**src/rtl/core/detd_pkg.sv**
```systemverilog
// Shared types, register codes and reset values of the DALI edge timing decoder.
`default_nettype none

package detd_pkg;

	localparam int WORD_BITS_DEFAULT = 24;

	localparam int CFG_INDEX_W = 4;
	localparam int CFG_DATA_W  = 16;

	// register indexes of the configuration port
	localparam logic [CFG_INDEX_W-1:0] REG_FORWARD_ACTION     = 4'd0;
	localparam logic [CFG_INDEX_W-1:0] REG_BACKWARD_ACTION    = 4'd1;
	localparam logic [CFG_INDEX_W-1:0] REG_MANGLED_ACTION     = 4'd2;
	localparam logic [CFG_INDEX_W-1:0] REG_HALF_BIT_TIME      = 4'd3;
	localparam logic [CFG_INDEX_W-1:0] REG_BIT_TOLERANCE      = 4'd4;
	localparam logic [CFG_INDEX_W-1:0] REG_FORWARD_DURATION   = 4'd5;
	localparam logic [CFG_INDEX_W-1:0] REG_BACKWARD_DURATION  = 4'd6;
	localparam logic [CFG_INDEX_W-1:0] REG_DURATION_TOLERANCE = 4'd7;

	// register reset values
	localparam logic [1:0]  RST_FORWARD_ACTION     = 2'd3;
	localparam logic [1:0]  RST_BACKWARD_ACTION    = 2'd3;
	localparam logic [1:0]  RST_MANGLED_ACTION     = 2'd1;
	localparam logic [15:0] RST_HALF_BIT_TIME      = 16'd417;
	localparam logic [15:0] RST_BIT_TOLERANCE      = 16'd150;
	localparam logic [15:0] RST_FORWARD_DURATION   = 16'd15411;
	localparam logic [15:0] RST_BACKWARD_DURATION  = 16'd8700;
	localparam logic [15:0] RST_DURATION_TOLERANCE = 16'd1500;

	// edge kinds
	localparam logic [1:0] EDGE_NONE   = 2'd0;
	localparam logic [1:0] EDGE_RISING = 2'd1;

	// frame kinds
	localparam logic [1:0] FRAME_FORWARD  = 2'd0;
	localparam logic [1:0] FRAME_BACKWARD = 2'd1;
	localparam logic [1:0] FRAME_MANGLED  = 2'd2;

	// gaps below this are line glitches
	localparam logic [15:0] GLITCH_US = 16'd40;

	typedef struct packed {
		logic [1:0]  forward_action;
		logic [1:0]  backward_action;
		logic [1:0]  mangled_action;
		logic [15:0] half_bit_time;
		logic [15:0] bit_tolerance;
		logic [15:0] forward_duration;
		logic [15:0] backward_duration;
		logic [15:0] duration_tolerance;
	} cfg_t;

	typedef struct packed {
		logic [1:0]  edge_kind;
		logic [15:0] edge_time;
		logic        frame_end;
	} edge_word_t;

	typedef struct packed {
		logic [1:0] frame_kind;
		logic [7:0] first_byte;
		logic [7:0] second_byte;
	} frame_word_t;

	// classified edge, as queued between front and back
	typedef struct packed {
		logic [1:0]  edge_kind;
		logic [15:0] edge_time;
		logic        frame_end;
		logic        start_ok;
		logic [1:0]  frame_type;
	} entry_t;

endpackage

`default_nettype wire

```
**src/rtl/core/detd_front.sv**
```systemverilog
// Front part: classifies each edge word against start and frame duration windows.
`default_nettype none

module detd_front (
	input  wire detd_pkg::cfg_t       cfg,
	input  wire detd_pkg::edge_word_t edge_word,
	output detd_pkg::entry_t          entry
);

	logic [16:0] time_plus_bt;
	logic [16:0] half_plus_bt;
	logic        start_win;
	logic [16:0] time_plus_dt;
	logic [16:0] fwd_plus_dt;
	logic [16:0] bwd_plus_dt;
	logic        fwd_win;
	logic        bwd_win;

	always_comb begin
		// v > n - t and v < n + t, kept unsigned as v + t > n
		time_plus_bt = {1'b0, edge_word.edge_time} + {1'b0, cfg.bit_tolerance};
		half_plus_bt = {1'b0, cfg.half_bit_time} + {1'b0, cfg.bit_tolerance};
		start_win    = (time_plus_bt > {1'b0, cfg.half_bit_time}) &&
			({1'b0, edge_word.edge_time} < half_plus_bt);

		time_plus_dt = {1'b0, edge_word.edge_time} + {1'b0, cfg.duration_tolerance};
		fwd_plus_dt  = {1'b0, cfg.forward_duration} + {1'b0, cfg.duration_tolerance};
		bwd_plus_dt  = {1'b0, cfg.backward_duration} + {1'b0, cfg.duration_tolerance};
		fwd_win = (time_plus_dt > {1'b0, cfg.forward_duration}) &&
			({1'b0, edge_word.edge_time} < fwd_plus_dt);
		bwd_win = (time_plus_dt > {1'b0, cfg.backward_duration}) &&
			({1'b0, edge_word.edge_time} < bwd_plus_dt);

		entry.edge_kind = edge_word.edge_kind;
		entry.edge_time = edge_word.edge_time;
		entry.frame_end = edge_word.frame_end;
		entry.start_ok  = (edge_word.edge_kind == detd_pkg::EDGE_RISING) && start_win;
		if (fwd_win) begin
			entry.frame_type = detd_pkg::FRAME_FORWARD;
		end else if (bwd_win) begin
			entry.frame_type = detd_pkg::FRAME_BACKWARD;
		end else begin
			entry.frame_type = detd_pkg::FRAME_MANGLED;
		end
	end

endmodule

`default_nettype wire

```
**src/rtl/core/detd_queue.sv**
```systemverilog
// Two-word queue between the classifying front and the decoding back.
`default_nettype none

module detd_queue (
	input  wire                     clk,
	input  wire                     arst_n,
	input  wire                     push_valid,
	output logic                    push_ready,
	input  wire detd_pkg::entry_t   push_entry,
	output logic                    pop_valid,
	input  wire                     pop_ready,
	output detd_pkg::entry_t        pop_entry
);

	detd_pkg::entry_t entries_q [2];
	logic             wr_ptr_q;
	logic             rd_ptr_q;
	logic [1:0]       count_q;
	logic             push;
	logic             pop;

	assign push_ready = (count_q != 2'd2);
	assign pop_valid  = (count_q != 2'd0);
	assign pop_entry  = entries_q[rd_ptr_q];
	assign push       = push_valid && push_ready;
	assign pop        = pop_valid && pop_ready;

	always_ff @(posedge clk or negedge arst_n) begin
		if (!arst_n) begin
			wr_ptr_q <= 1'b0;
			rd_ptr_q <= 1'b0;
			count_q  <= 2'd0;
		end else begin
			if (push) begin
				wr_ptr_q <= ~wr_ptr_q;
			end
			if (pop) begin
				rd_ptr_q <= ~rd_ptr_q;
			end
			if (push && !pop) begin
				count_q <= count_q + 2'd1;
			end else if (pop && !push) begin
				count_q <= count_q - 2'd1;
			end
		end
	end

	always_ff @(posedge clk) begin
		if (push) begin
			entries_q[wr_ptr_q] <= push_entry;
		end
	end

endmodule

`default_nettype wire

```
**src/rtl/core/detd_back.sv**
```systemverilog
// Back part: Manchester bit decoding, frame close-out and the result register.
`default_nettype none

module detd_back #(
	parameter int WORD_BITS = detd_pkg::WORD_BITS_DEFAULT
) (
	input  wire                     clk,
	input  wire                     arst_n,
	input  wire detd_pkg::cfg_t     cfg,
	input  wire                     entry_valid,
	output logic                    entry_ready,
	input  wire detd_pkg::entry_t   entry,
	output logic                    frame_valid,
	input  wire                     frame_ready,
	output detd_pkg::frame_word_t   frame_word
);

	localparam int PosW = $clog2(WORD_BITS);
	localparam int ExtW = (WORD_BITS > 24) ? WORD_BITS : 24;

	typedef enum logic [3:0] {
		PH_INIT       = 4'b0001,
		PH_CHECKSTART = 4'b0010,
		PH_BITREADY   = 4'b0100,
		PH_END        = 4'b1000
	} phase_t;

	phase_t                 phase_q, phase_n;
	logic [WORD_BITS-1:0]   shift_q, shift_n;
	logic [PosW-1:0]        pos_q, pos_n;
	logic                   full_q, full_n;
	logic [15:0]            last_q, last_n;
	logic                   err_q, err_n;

	logic [15:0]            gap;
	logic [16:0]            gap_plus_bt;
	logic [16:0]            half_plus_bt;
	logic [16:0]            two_half;
	logic [17:0]            two_half_plus_bt;
	logic                   half_win;
	logic                   full_win;
	logic [1:0]             action;
	logic                   emit;
	logic [ExtW-1:0]        shift_ext;
	logic                   pop;
	logic                   out_valid_q;
	detd_pkg::frame_word_t  out_word_q;

	assign entry_ready = !out_valid_q || frame_ready;
	assign pop         = entry_valid && entry_ready;
	assign frame_valid = out_valid_q;
	assign frame_word  = out_word_q;

	always_comb begin
		gap              = entry.edge_time - last_q;
		gap_plus_bt      = {1'b0, gap} + {1'b0, cfg.bit_tolerance};
		half_plus_bt     = {1'b0, cfg.half_bit_time} + {1'b0, cfg.bit_tolerance};
		two_half         = {cfg.half_bit_time, 1'b0};
		two_half_plus_bt = {1'b0, two_half} + {2'b00, cfg.bit_tolerance};
		half_win = (gap_plus_bt > {1'b0, cfg.half_bit_time}) && ({1'b0, gap} < half_plus_bt);
		full_win = (gap_plus_bt > two_half) && ({2'b00, gap} < two_half_plus_bt);
	end

	always_comb begin
		phase_n = phase_q;
		shift_n = shift_q;
		pos_n   = pos_q;
		full_n  = full_q;
		last_n  = last_q;
		err_n   = err_q;
		if (!err_q && phase_q != PH_END) begin
			case (phase_q)
				PH_INIT: begin
					phase_n = PH_CHECKSTART;
				end
				PH_CHECKSTART: begin
					if (entry.start_ok) begin
						phase_n = PH_BITREADY;
						last_n  = entry.edge_time;
					end else begin
						err_n = 1'b1;
					end
				end
				PH_BITREADY: begin
					if (entry.edge_kind == detd_pkg::EDGE_NONE) begin
						phase_n = PH_END;
					end else if (half_win) begin
						// mid-bit transition: hold
					end else if (full_win) begin
						if (!full_q) begin
							if (entry.edge_kind == detd_pkg::EDGE_RISING) begin
								shift_n[pos_q] = 1'b1;
							end
							if (pos_q == '0) begin
								full_n = 1'b1;
							end else begin
								pos_n = pos_q - 1'b1;
							end
						end
						last_n = entry.edge_time;
					end else if (gap < detd_pkg::GLITCH_US) begin
						// glitch: drop
					end else begin
						err_n = 1'b1;
					end
				end
				default: begin
				end
			endcase
		end
	end

	always_comb begin
		case (entry.frame_type)
			detd_pkg::FRAME_FORWARD:  action = cfg.forward_action;
			detd_pkg::FRAME_BACKWARD: action = cfg.backward_action;
			default:                  action = 2'd1;
		endcase
		emit      = entry.frame_end && action[0] &&
			(action[1] || (err_n && cfg.mangled_action[1]));
		shift_ext = ExtW'(shift_n);
	end

	always_ff @(posedge clk or negedge arst_n) begin
		if (!arst_n) begin
			phase_q     <= PH_INIT;
			shift_q     <= '0;
			pos_q       <= PosW'(WORD_BITS - 1);
			full_q      <= 1'b0;
			last_q      <= '0;
			err_q       <= 1'b0;
			out_valid_q <= 1'b0;
		end else begin
			if (pop) begin
				if (entry.frame_end) begin
					phase_q <= PH_INIT;
					shift_q <= '0;
					pos_q   <= PosW'(WORD_BITS - 1);
					full_q  <= 1'b0;
					last_q  <= '0;
					err_q   <= 1'b0;
				end else begin
					phase_q <= phase_n;
					shift_q <= shift_n;
					pos_q   <= pos_n;
					full_q  <= full_n;
					last_q  <= last_n;
					err_q   <= err_n;
				end
				out_valid_q <= emit;
			end else if (frame_ready) begin
				out_valid_q <= 1'b0;
			end
		end
	end

	always_ff @(posedge clk) begin
		if (pop && emit) begin
			out_word_q.frame_kind  <= err_n ? detd_pkg::FRAME_MANGLED : entry.frame_type;
			out_word_q.first_byte  <= shift_ext[23:16];
			out_word_q.second_byte <= shift_ext[15:8];
		end
	end

endmodule

`default_nettype wire

```
**src/rtl/core/dali_edge_timing_decoder_unit.sv**
```systemverilog
// Top level of the DALI edge timing decoder: configuration registers, front, queue, back.
`default_nettype none

// Usage
//  edge channel (edge_valid/edge_ready/edge_word): one timestamped line edge per word,
//   edge_time in microseconds since frame start, frame_end set on the last edge.
//  frame channel (frame_valid/frame_ready/frame_word): at most one word per frame,
//   frame kind plus the two decoded bytes, sent when the frame's action bits allow.
//  configuration: cfg_we writes cfg_data into register cfg_index at the clock edge;
//   write only while the block is idle.
// Result path: a result word passes through the queue and is registered in the result
//  register once its frame_end edge is decoded; earlier queued edges or a stalled
//  frame channel hold it back.
// Throughput: one edge word per cycle while no stalled result holds the back, set by
//  the single decode step of the back part (gap subtract, window compare, shift-in).
// Stalls: a two-word queue parts front and back, and the result register lets the back
//  keep decoding edges that produce no word while no result is waiting. While
//  frame_ready is low with a word pending, the back holds, the queue fills and
//  edge_ready drops once it is full.
// Reset: arst_n clears the decoder to the start of a frame, empties the queue and the
//  result register, and loads every configuration register with its default.
module dali_edge_timing_decoder_unit #(
	parameter int WORD_BITS = detd_pkg::WORD_BITS_DEFAULT
) (
	input  wire                                   clk,
	input  wire                                   arst_n,
	input  wire                                   edge_valid,
	output logic                                  edge_ready,
	input  wire detd_pkg::edge_word_t             edge_word,
	output logic                                  frame_valid,
	input  wire                                   frame_ready,
	output detd_pkg::frame_word_t                 frame_word,
	input  wire                                   cfg_we,
	input  wire [detd_pkg::CFG_INDEX_W-1:0]       cfg_index,
	input  wire [detd_pkg::CFG_DATA_W-1:0]        cfg_data
);

	detd_pkg::cfg_t   cfg_q;
	detd_pkg::entry_t front_entry;
	detd_pkg::entry_t queue_entry;
	logic             queue_valid;
	logic             back_ready;

	// configuration registers; writes beyond the list are dropped
	always_ff @(posedge clk or negedge arst_n) begin
		if (!arst_n) begin
			cfg_q.forward_action     <= detd_pkg::RST_FORWARD_ACTION;
			cfg_q.backward_action    <= detd_pkg::RST_BACKWARD_ACTION;
			cfg_q.mangled_action     <= detd_pkg::RST_MANGLED_ACTION;
			cfg_q.half_bit_time      <= detd_pkg::RST_HALF_BIT_TIME;
			cfg_q.bit_tolerance      <= detd_pkg::RST_BIT_TOLERANCE;
			cfg_q.forward_duration   <= detd_pkg::RST_FORWARD_DURATION;
			cfg_q.backward_duration  <= detd_pkg::RST_BACKWARD_DURATION;
			cfg_q.duration_tolerance <= detd_pkg::RST_DURATION_TOLERANCE;
		end else if (cfg_we) begin
			case (cfg_index)
				detd_pkg::REG_FORWARD_ACTION:     cfg_q.forward_action     <= cfg_data[1:0];
				detd_pkg::REG_BACKWARD_ACTION:    cfg_q.backward_action    <= cfg_data[1:0];
				detd_pkg::REG_MANGLED_ACTION:     cfg_q.mangled_action     <= cfg_data[1:0];
				detd_pkg::REG_HALF_BIT_TIME:      cfg_q.half_bit_time      <= cfg_data;
				detd_pkg::REG_BIT_TOLERANCE:      cfg_q.bit_tolerance      <= cfg_data;
				detd_pkg::REG_FORWARD_DURATION:   cfg_q.forward_duration   <= cfg_data;
				detd_pkg::REG_BACKWARD_DURATION:  cfg_q.backward_duration  <= cfg_data;
				detd_pkg::REG_DURATION_TOLERANCE: cfg_q.duration_tolerance <= cfg_data;
				default: begin
				end
			endcase
		end
	end

	// classify the edge as it is accepted
	detd_front u_front (
		.cfg       (cfg_q),
		.edge_word (edge_word),
		.entry     (front_entry)
	);

	// decouple acceptance from decoding
	detd_queue u_queue (
		.clk        (clk),
		.arst_n     (arst_n),
		.push_valid (edge_valid),
		.push_ready (edge_ready),
		.push_entry (front_entry),
		.pop_valid  (queue_valid),
		.pop_ready  (back_ready),
		.pop_entry  (queue_entry)
	);

	// advance the bit decoder and close frames
	detd_back #(
		.WORD_BITS (WORD_BITS)
	) u_back (
		.clk         (clk),
		.arst_n      (arst_n),
		.cfg         (cfg_q),
		.entry_valid (queue_valid),
		.entry_ready (back_ready),
		.entry       (queue_entry),
		.frame_valid (frame_valid),
		.frame_ready (frame_ready),
		.frame_word  (frame_word)
	);

endmodule

`default_nettype wire

```
**config.mk**
```make
export PLATFORM = sky130hd
export DESIGN_NAME = dali_edge_timing_decoder_unit
export DESIGN_NICKNAME = d
export VERILOG_FILES = /design/src/rtl/core/detd_pkg.sv /design/src/rtl/core/detd_front.sv /design/src/rtl/core/detd_queue.sv /design/src/rtl/core/detd_back.sv /design/src/rtl/core/dali_edge_timing_decoder_unit.sv
export SDC_FILE = /design/constraint.sdc
export NUM_CORES = 1
export LEC_CHECK = 0
export BUFFER_PORTS_ARGS = -buffer_cell sky130_fd_sc_hd__buf_2
export CORE_UTILIZATION = 30
export CTS_BUF_LIST = sky130_fd_sc_hd__clkbuf_8
export DETAILED_ROUTE_END_ITERATION = 12
export HOLD_SLACK_MARGIN = 0.03
export MAX_ROUTING_LAYER = met4
export SETUP_SLACK_MARGIN = 0.05
export SYNTH_ARGS = -nofsm -noshare
export SYNTH_HDL_FRONTEND = slang
export SYNTH_HIERARCHICAL = 1
export SYNTH_SLANG_ARGS = --single-unit
```
**constraint.sdc**
```tcl
create_clock -name clk -period 6.5 [get_ports clk]
set_input_delay 0.325 -clock clk [delete_from_list [all_inputs] [get_ports clk]]
set_output_delay 0.325 -clock clk [all_outputs]
set_load 0.01 [all_outputs]
```
Word level (Yosys, flattened, before mapping)
Memory sizes are Yosys's and may differ from the RTL's.
Cells that the tools add are included.
{"block": "word_totals", "ff_bits": 160, "latchBits": 0, "ram_bits": 44, "romBits": 0, "in_bits": 44, "elab_cells": 177, "memories": 1}
{"name": "u_queue.entries_q", "words": 2, "word_bits": 22, "read_ports": 1, "rd_clocked_by_memory_dff": 0, "wr": 1, "line_no": "detd_queue.sv:15", "rtl": "detd_pkg::entry_t entries_q [2];"}
{"block": "op_classes", "add_sub_neg": 11, "mul": 0, "div_mod_pow": 0, "magnitude_cmp": 13, "n_eq_ne": 24, "shift": 0, "muxes": 55, "bitwise_logic": 3, "n_reduce_logical": 48}
{"op": "$mux W24", "count": 8}
{"op": "$add A16 B16 Y17", "count": 6}
{"op": "$mux W16", "count": 6}
{"op": "$gt A17 B16 Y1", "count": 4}
{"op": "$lt A16 B17 Y1", "count": 4}
{"op": "$mux W5", "count": 8}
{"op": "$pmux W16 S2", "count": 1}
{"op": "$or A24 B24 Y24", "count": 1}
{"op": "$eq A4 B3 Y1 const B", "count": 5}
{"op": "$mux W1", "count": 20}
{"op": "$add A17 B16 Y18", "count": 1}
{"op": "$lt A16 B18 Y1", "count": 1}
{"op": "$gt A17 B17 Y1", "count": 1}
{"op": "$logic_and A1 B1 Y1", "count": 16}
{"op": "$lt A16 B6 Y1 const B", "count": 1}
{"op": "$mux W4", "count": 4}
{"op": "$reduce_and A2 Y1", "count": 8}
{"op": "$reduce_and A8 Y1", "count": 2}
{"op": "$sub A16 B16 Y16", "count": 1}
{"op": "$reduce_bool A2 Y1", "count": 7}
{"op": "$eq A4 B2 Y1 const B", "count": 3}
{"op": "$pmux W4 S3", "count": 1}
{"op": "$ne A3 B2 Y1 const B", "count": 3}
{"op": "$eq A4 B1 Y1 const B", "count": 2}
{"op": "other kinds (25)", "count": 40}

Depth between registers and ports, before layout
An unclocked memory read counts as a cell.
{"block": "logic_depth", "word_depth": 14, "ltp_mapped": 31}

Hierarchy
The synthesis kept the hierarchy.
{"module": "detd_back", "instances": 1, "cells_each": 838, "area_each_um2": 7221.9, "seq_area_each_um2": 1647.8}
{"module": "detd_front", "instances": 1, "cells_each": 782, "area_each_um2": 5914.4, "seq_area_each_um2": 0.0}
{"module": "dali_edge_timing_decoder_unit", "instances": 1, "cells_each": 191, "area_each_um2": 3359.5, "seq_area_each_um2": 2197.1}
{"module": "detd_queue", "instances": 1, "cells_each": 86, "area_each_um2": 1788.0, "seq_area_each_um2": 1421.4}

Worst setup path before layout
OpenSTA, ideal clock, no wires.
{"block": "synth_path", "path_type": "register -> register", "startpoint": "reg u_queue.rd_ptr_q", "endpoint": "reg u_back.out_word_q (netlist bit u_back/frame_word[0]), enable pin", "setup_ps": 395, "t_arrival_ps": 6087, "path_slack_ps": 18, "path_stages_with_launch": 25, "path_buffers": 1, "period_less_slack_ps": 6482, "cell_sequence": "dfrtp_1 > buf_6 > mux2_2 > ha_1 > o21ai_1 > a21oi_1 > o311ai_0 > ha_1 > nor3_1 > o21a_1 > o41ai_1 > a21oi_1 > o21a_1 > o21ai_0 > a21oi_1 > xnor2_1 > ha_1 > nand4_1 > nor2_1 > a21boi_0 > o31ai_1 > a32oi_4 > o31ai_1 > nand3_1 > o21ai_1"}
{"element": "start, declared", "line_no": "detd_queue.sv:17", "rtl": "logic rd_ptr_q;"}
{"element": "start signal, assigned", "line_no": "detd_queue.sv:38", "rtl": "rd_ptr_q <= ~rd_ptr_q;"}
{"element": "end, declared", "line_no": "detd_back.sv:47", "rtl": "detd_pkg::frame_word_t out_word_q;"}

==> metrics.txt <==
CTS Buffer Depth 2; final hold vios 0; fin nets 2,325; CTS tree yes; post-synthesis cell area about 18,000 sq um; layout cell share with drive strength beyond 1 between 10% and 20%; initial antenna violation count 3; vias in the first global route around 15,000; Core ar. around 60,000 sq um; Ports between 60 and 70; Final Critical Period roughly 6.2 ns; RSZ-0062 raised after global routing false; period utilisation layout 95.5%; Slew @ Worst Pin between 1 and 1.5 ns; maxcap violations 0; Final ANT Viol Nets 0; Critical Path AT ~6.5 ns; CTS HTree Levels 4; starting density of the core a little under a third; first-pass GRT wire length approximately 80,000 um; Pre-antenna DRT Iters 5; Die Ht between 200 and 250 um; DR DRC count 0; most common cell after layout, fill and taps aside ha_1; startpoint class of the critical path flop; GRT Overall Usage between 10% and 20%; fin. max-slew vios 0; Clock Root Buffer clkbuf_8; post-DP HPWL roughly 41,000 um; outcome finished clean; metal3 WL ~1700 um; grt ovf 0; Placer Congestion about 1; met1 WL 23,600 um; metal2 WL ~25,000 um; Post-Syn Nets approximately 2,300; cells after synthesis between 1,500 and 2,000; CTS Sinks ~200; clk_lat worst skew between 0.5 and 0.6 ns; R2R Setup Slk 0.29 ns; Mean Syn Cell Area around 9.6 sq um; Req. time, crit path just under 7 ns; Fin Setup TNS 0 ns; CTS Buf Count 17; Post-Route Utilization between 30% and 40%; slew margin rel. 31.8%; wire per inst ~19 um; final setup vio count 0; Ys Warns 6; worst hold path type input pin to flop; largest net degree at the start of global routing 70; fmax ~160 MHz; Crit Path Category flop to flop; Setup Skew 0.0289 ns; Chip Width roughly 250 um; Max Used Layer met4; area delta synth->final 10.1%; number of buffers added on ports 63; commonest cells after routing, fill and taps aside ha_1 (304), inv_1 (149), a21oi_1 (142); Vias 14,800; initial DRC count approximately 850; Fin Hold WS a little over 0.09 ns; die area 61,800 sq um; Max Fanout on Critical Path 18; detailed-route vias per instance between 5 and 6; Post-Route WL a little over 50,000 um; Cell Rows 90; clock-pin slew on the worst setup and hold paths approximately 0.12 ns; CP Capture Type flop
-- routing by layer --
metal	global-route usage, %	vias up
met4	6.09	0
met1	21.5	7219
met5	-	-
met3	2.06	59
met2	28.3	335
li1	-	7140
-- through the flow --
step	setup WS, ns	instance area (sq um)	std cells
2_1_floorplan	0.342	18300	1895
3_3_place_gp	-0.175	19400	2713
3_5_place_dp	-0.317	19400	2713
4_1_cts	0.0931	19900	2754
5_1_grt	0.0158	20100	2762
6_report	0.292	20100	2762
-- sequential cells by signal, summed over array words and instances (netlist names), 2 cells and up --
| signal | cells |
|---|---|
| u_back/frame_word | 18 |
| u_back/pos_q | 5 |
| u_queue/count_q | 2 |
| u_queue/entries_q | 44 |
| cfg_q | 85 |
| u_back/phase_q | 4 |
| u_back/shift_q | 16 |
| u_back/last_q | 16 |
-- what timing repair did --
action / CTS / global route
gates resized for setup: 5 / 20
hold endpoints to repair: 60 / 0
endpoints found under the setup margin: 70 / 73
hold buffers: 4 / 0
pin swaps: 2 / 3
setup buffers: 5 / 7
-- layout make-up --
| cell class | count | area (sq um) |
|---|---|---|
| antenna | 1 | 2.50 |
| multi-input combinational | 1506 | 12300 |
| clock inverter | 15 | 196 |
| sequential | 195 | 5240 |
| tap | 782 | 978 |
| timing repair buffer | 97 | 604 |
| clock buffer | 17 | 234 |
| inverter | 149 | 559 |
| fill | 6111 | 40200 |
-- worst max-delay path: stages, from the launching register on --
cell and delay (ns):
dfrtp_2 0.43, clkbuf_2 0.19, buf_4 0.12, buf_4 0.12, mux2_2 0.35, ha_1 0.41, and3_1 0.29, a31oi_1 0.37
o21ai_0 0.19, xnor2_1 0.19, ha_1 0.38, nand4_1 0.15, nor4_1 0.17, o21ai_1 0.16, nand3_1 0.13, xor2_1 0.24
ha_1 0.29, a21o_1 0.18, a21o_1 0.17, a21oi_1 0.14, o21ai_0 0.12, a2bb2oi_2 0.16, o31a_2 0.15, o31ai_2 0.29
nand3_1 0.15, o21ai_2 0.17, buf_8 0.20
-- worst paths after layout --
check / start / depth (start not counted) / end
max: u_queue/rd_ptr_q / 26 / u_back/frame_word[2]
min: cfg_data[2] / 2 / cfg_q[2]
max reg2reg: u_queue/rd_ptr_q / 26 / u_back/frame_word[2]
min reg2reg: u_back/shift_q[10] / 2 / u_back/shift_q[10]
max in group asynchronous: arst_n / 3 / cfg_q[79]
min in group asynchronous: arst_n / 2 / u_back/last_q[1]
Power is not shown: default switching activity piles up to over one toggle a cycle in this logic, so the estimate is an artifact.
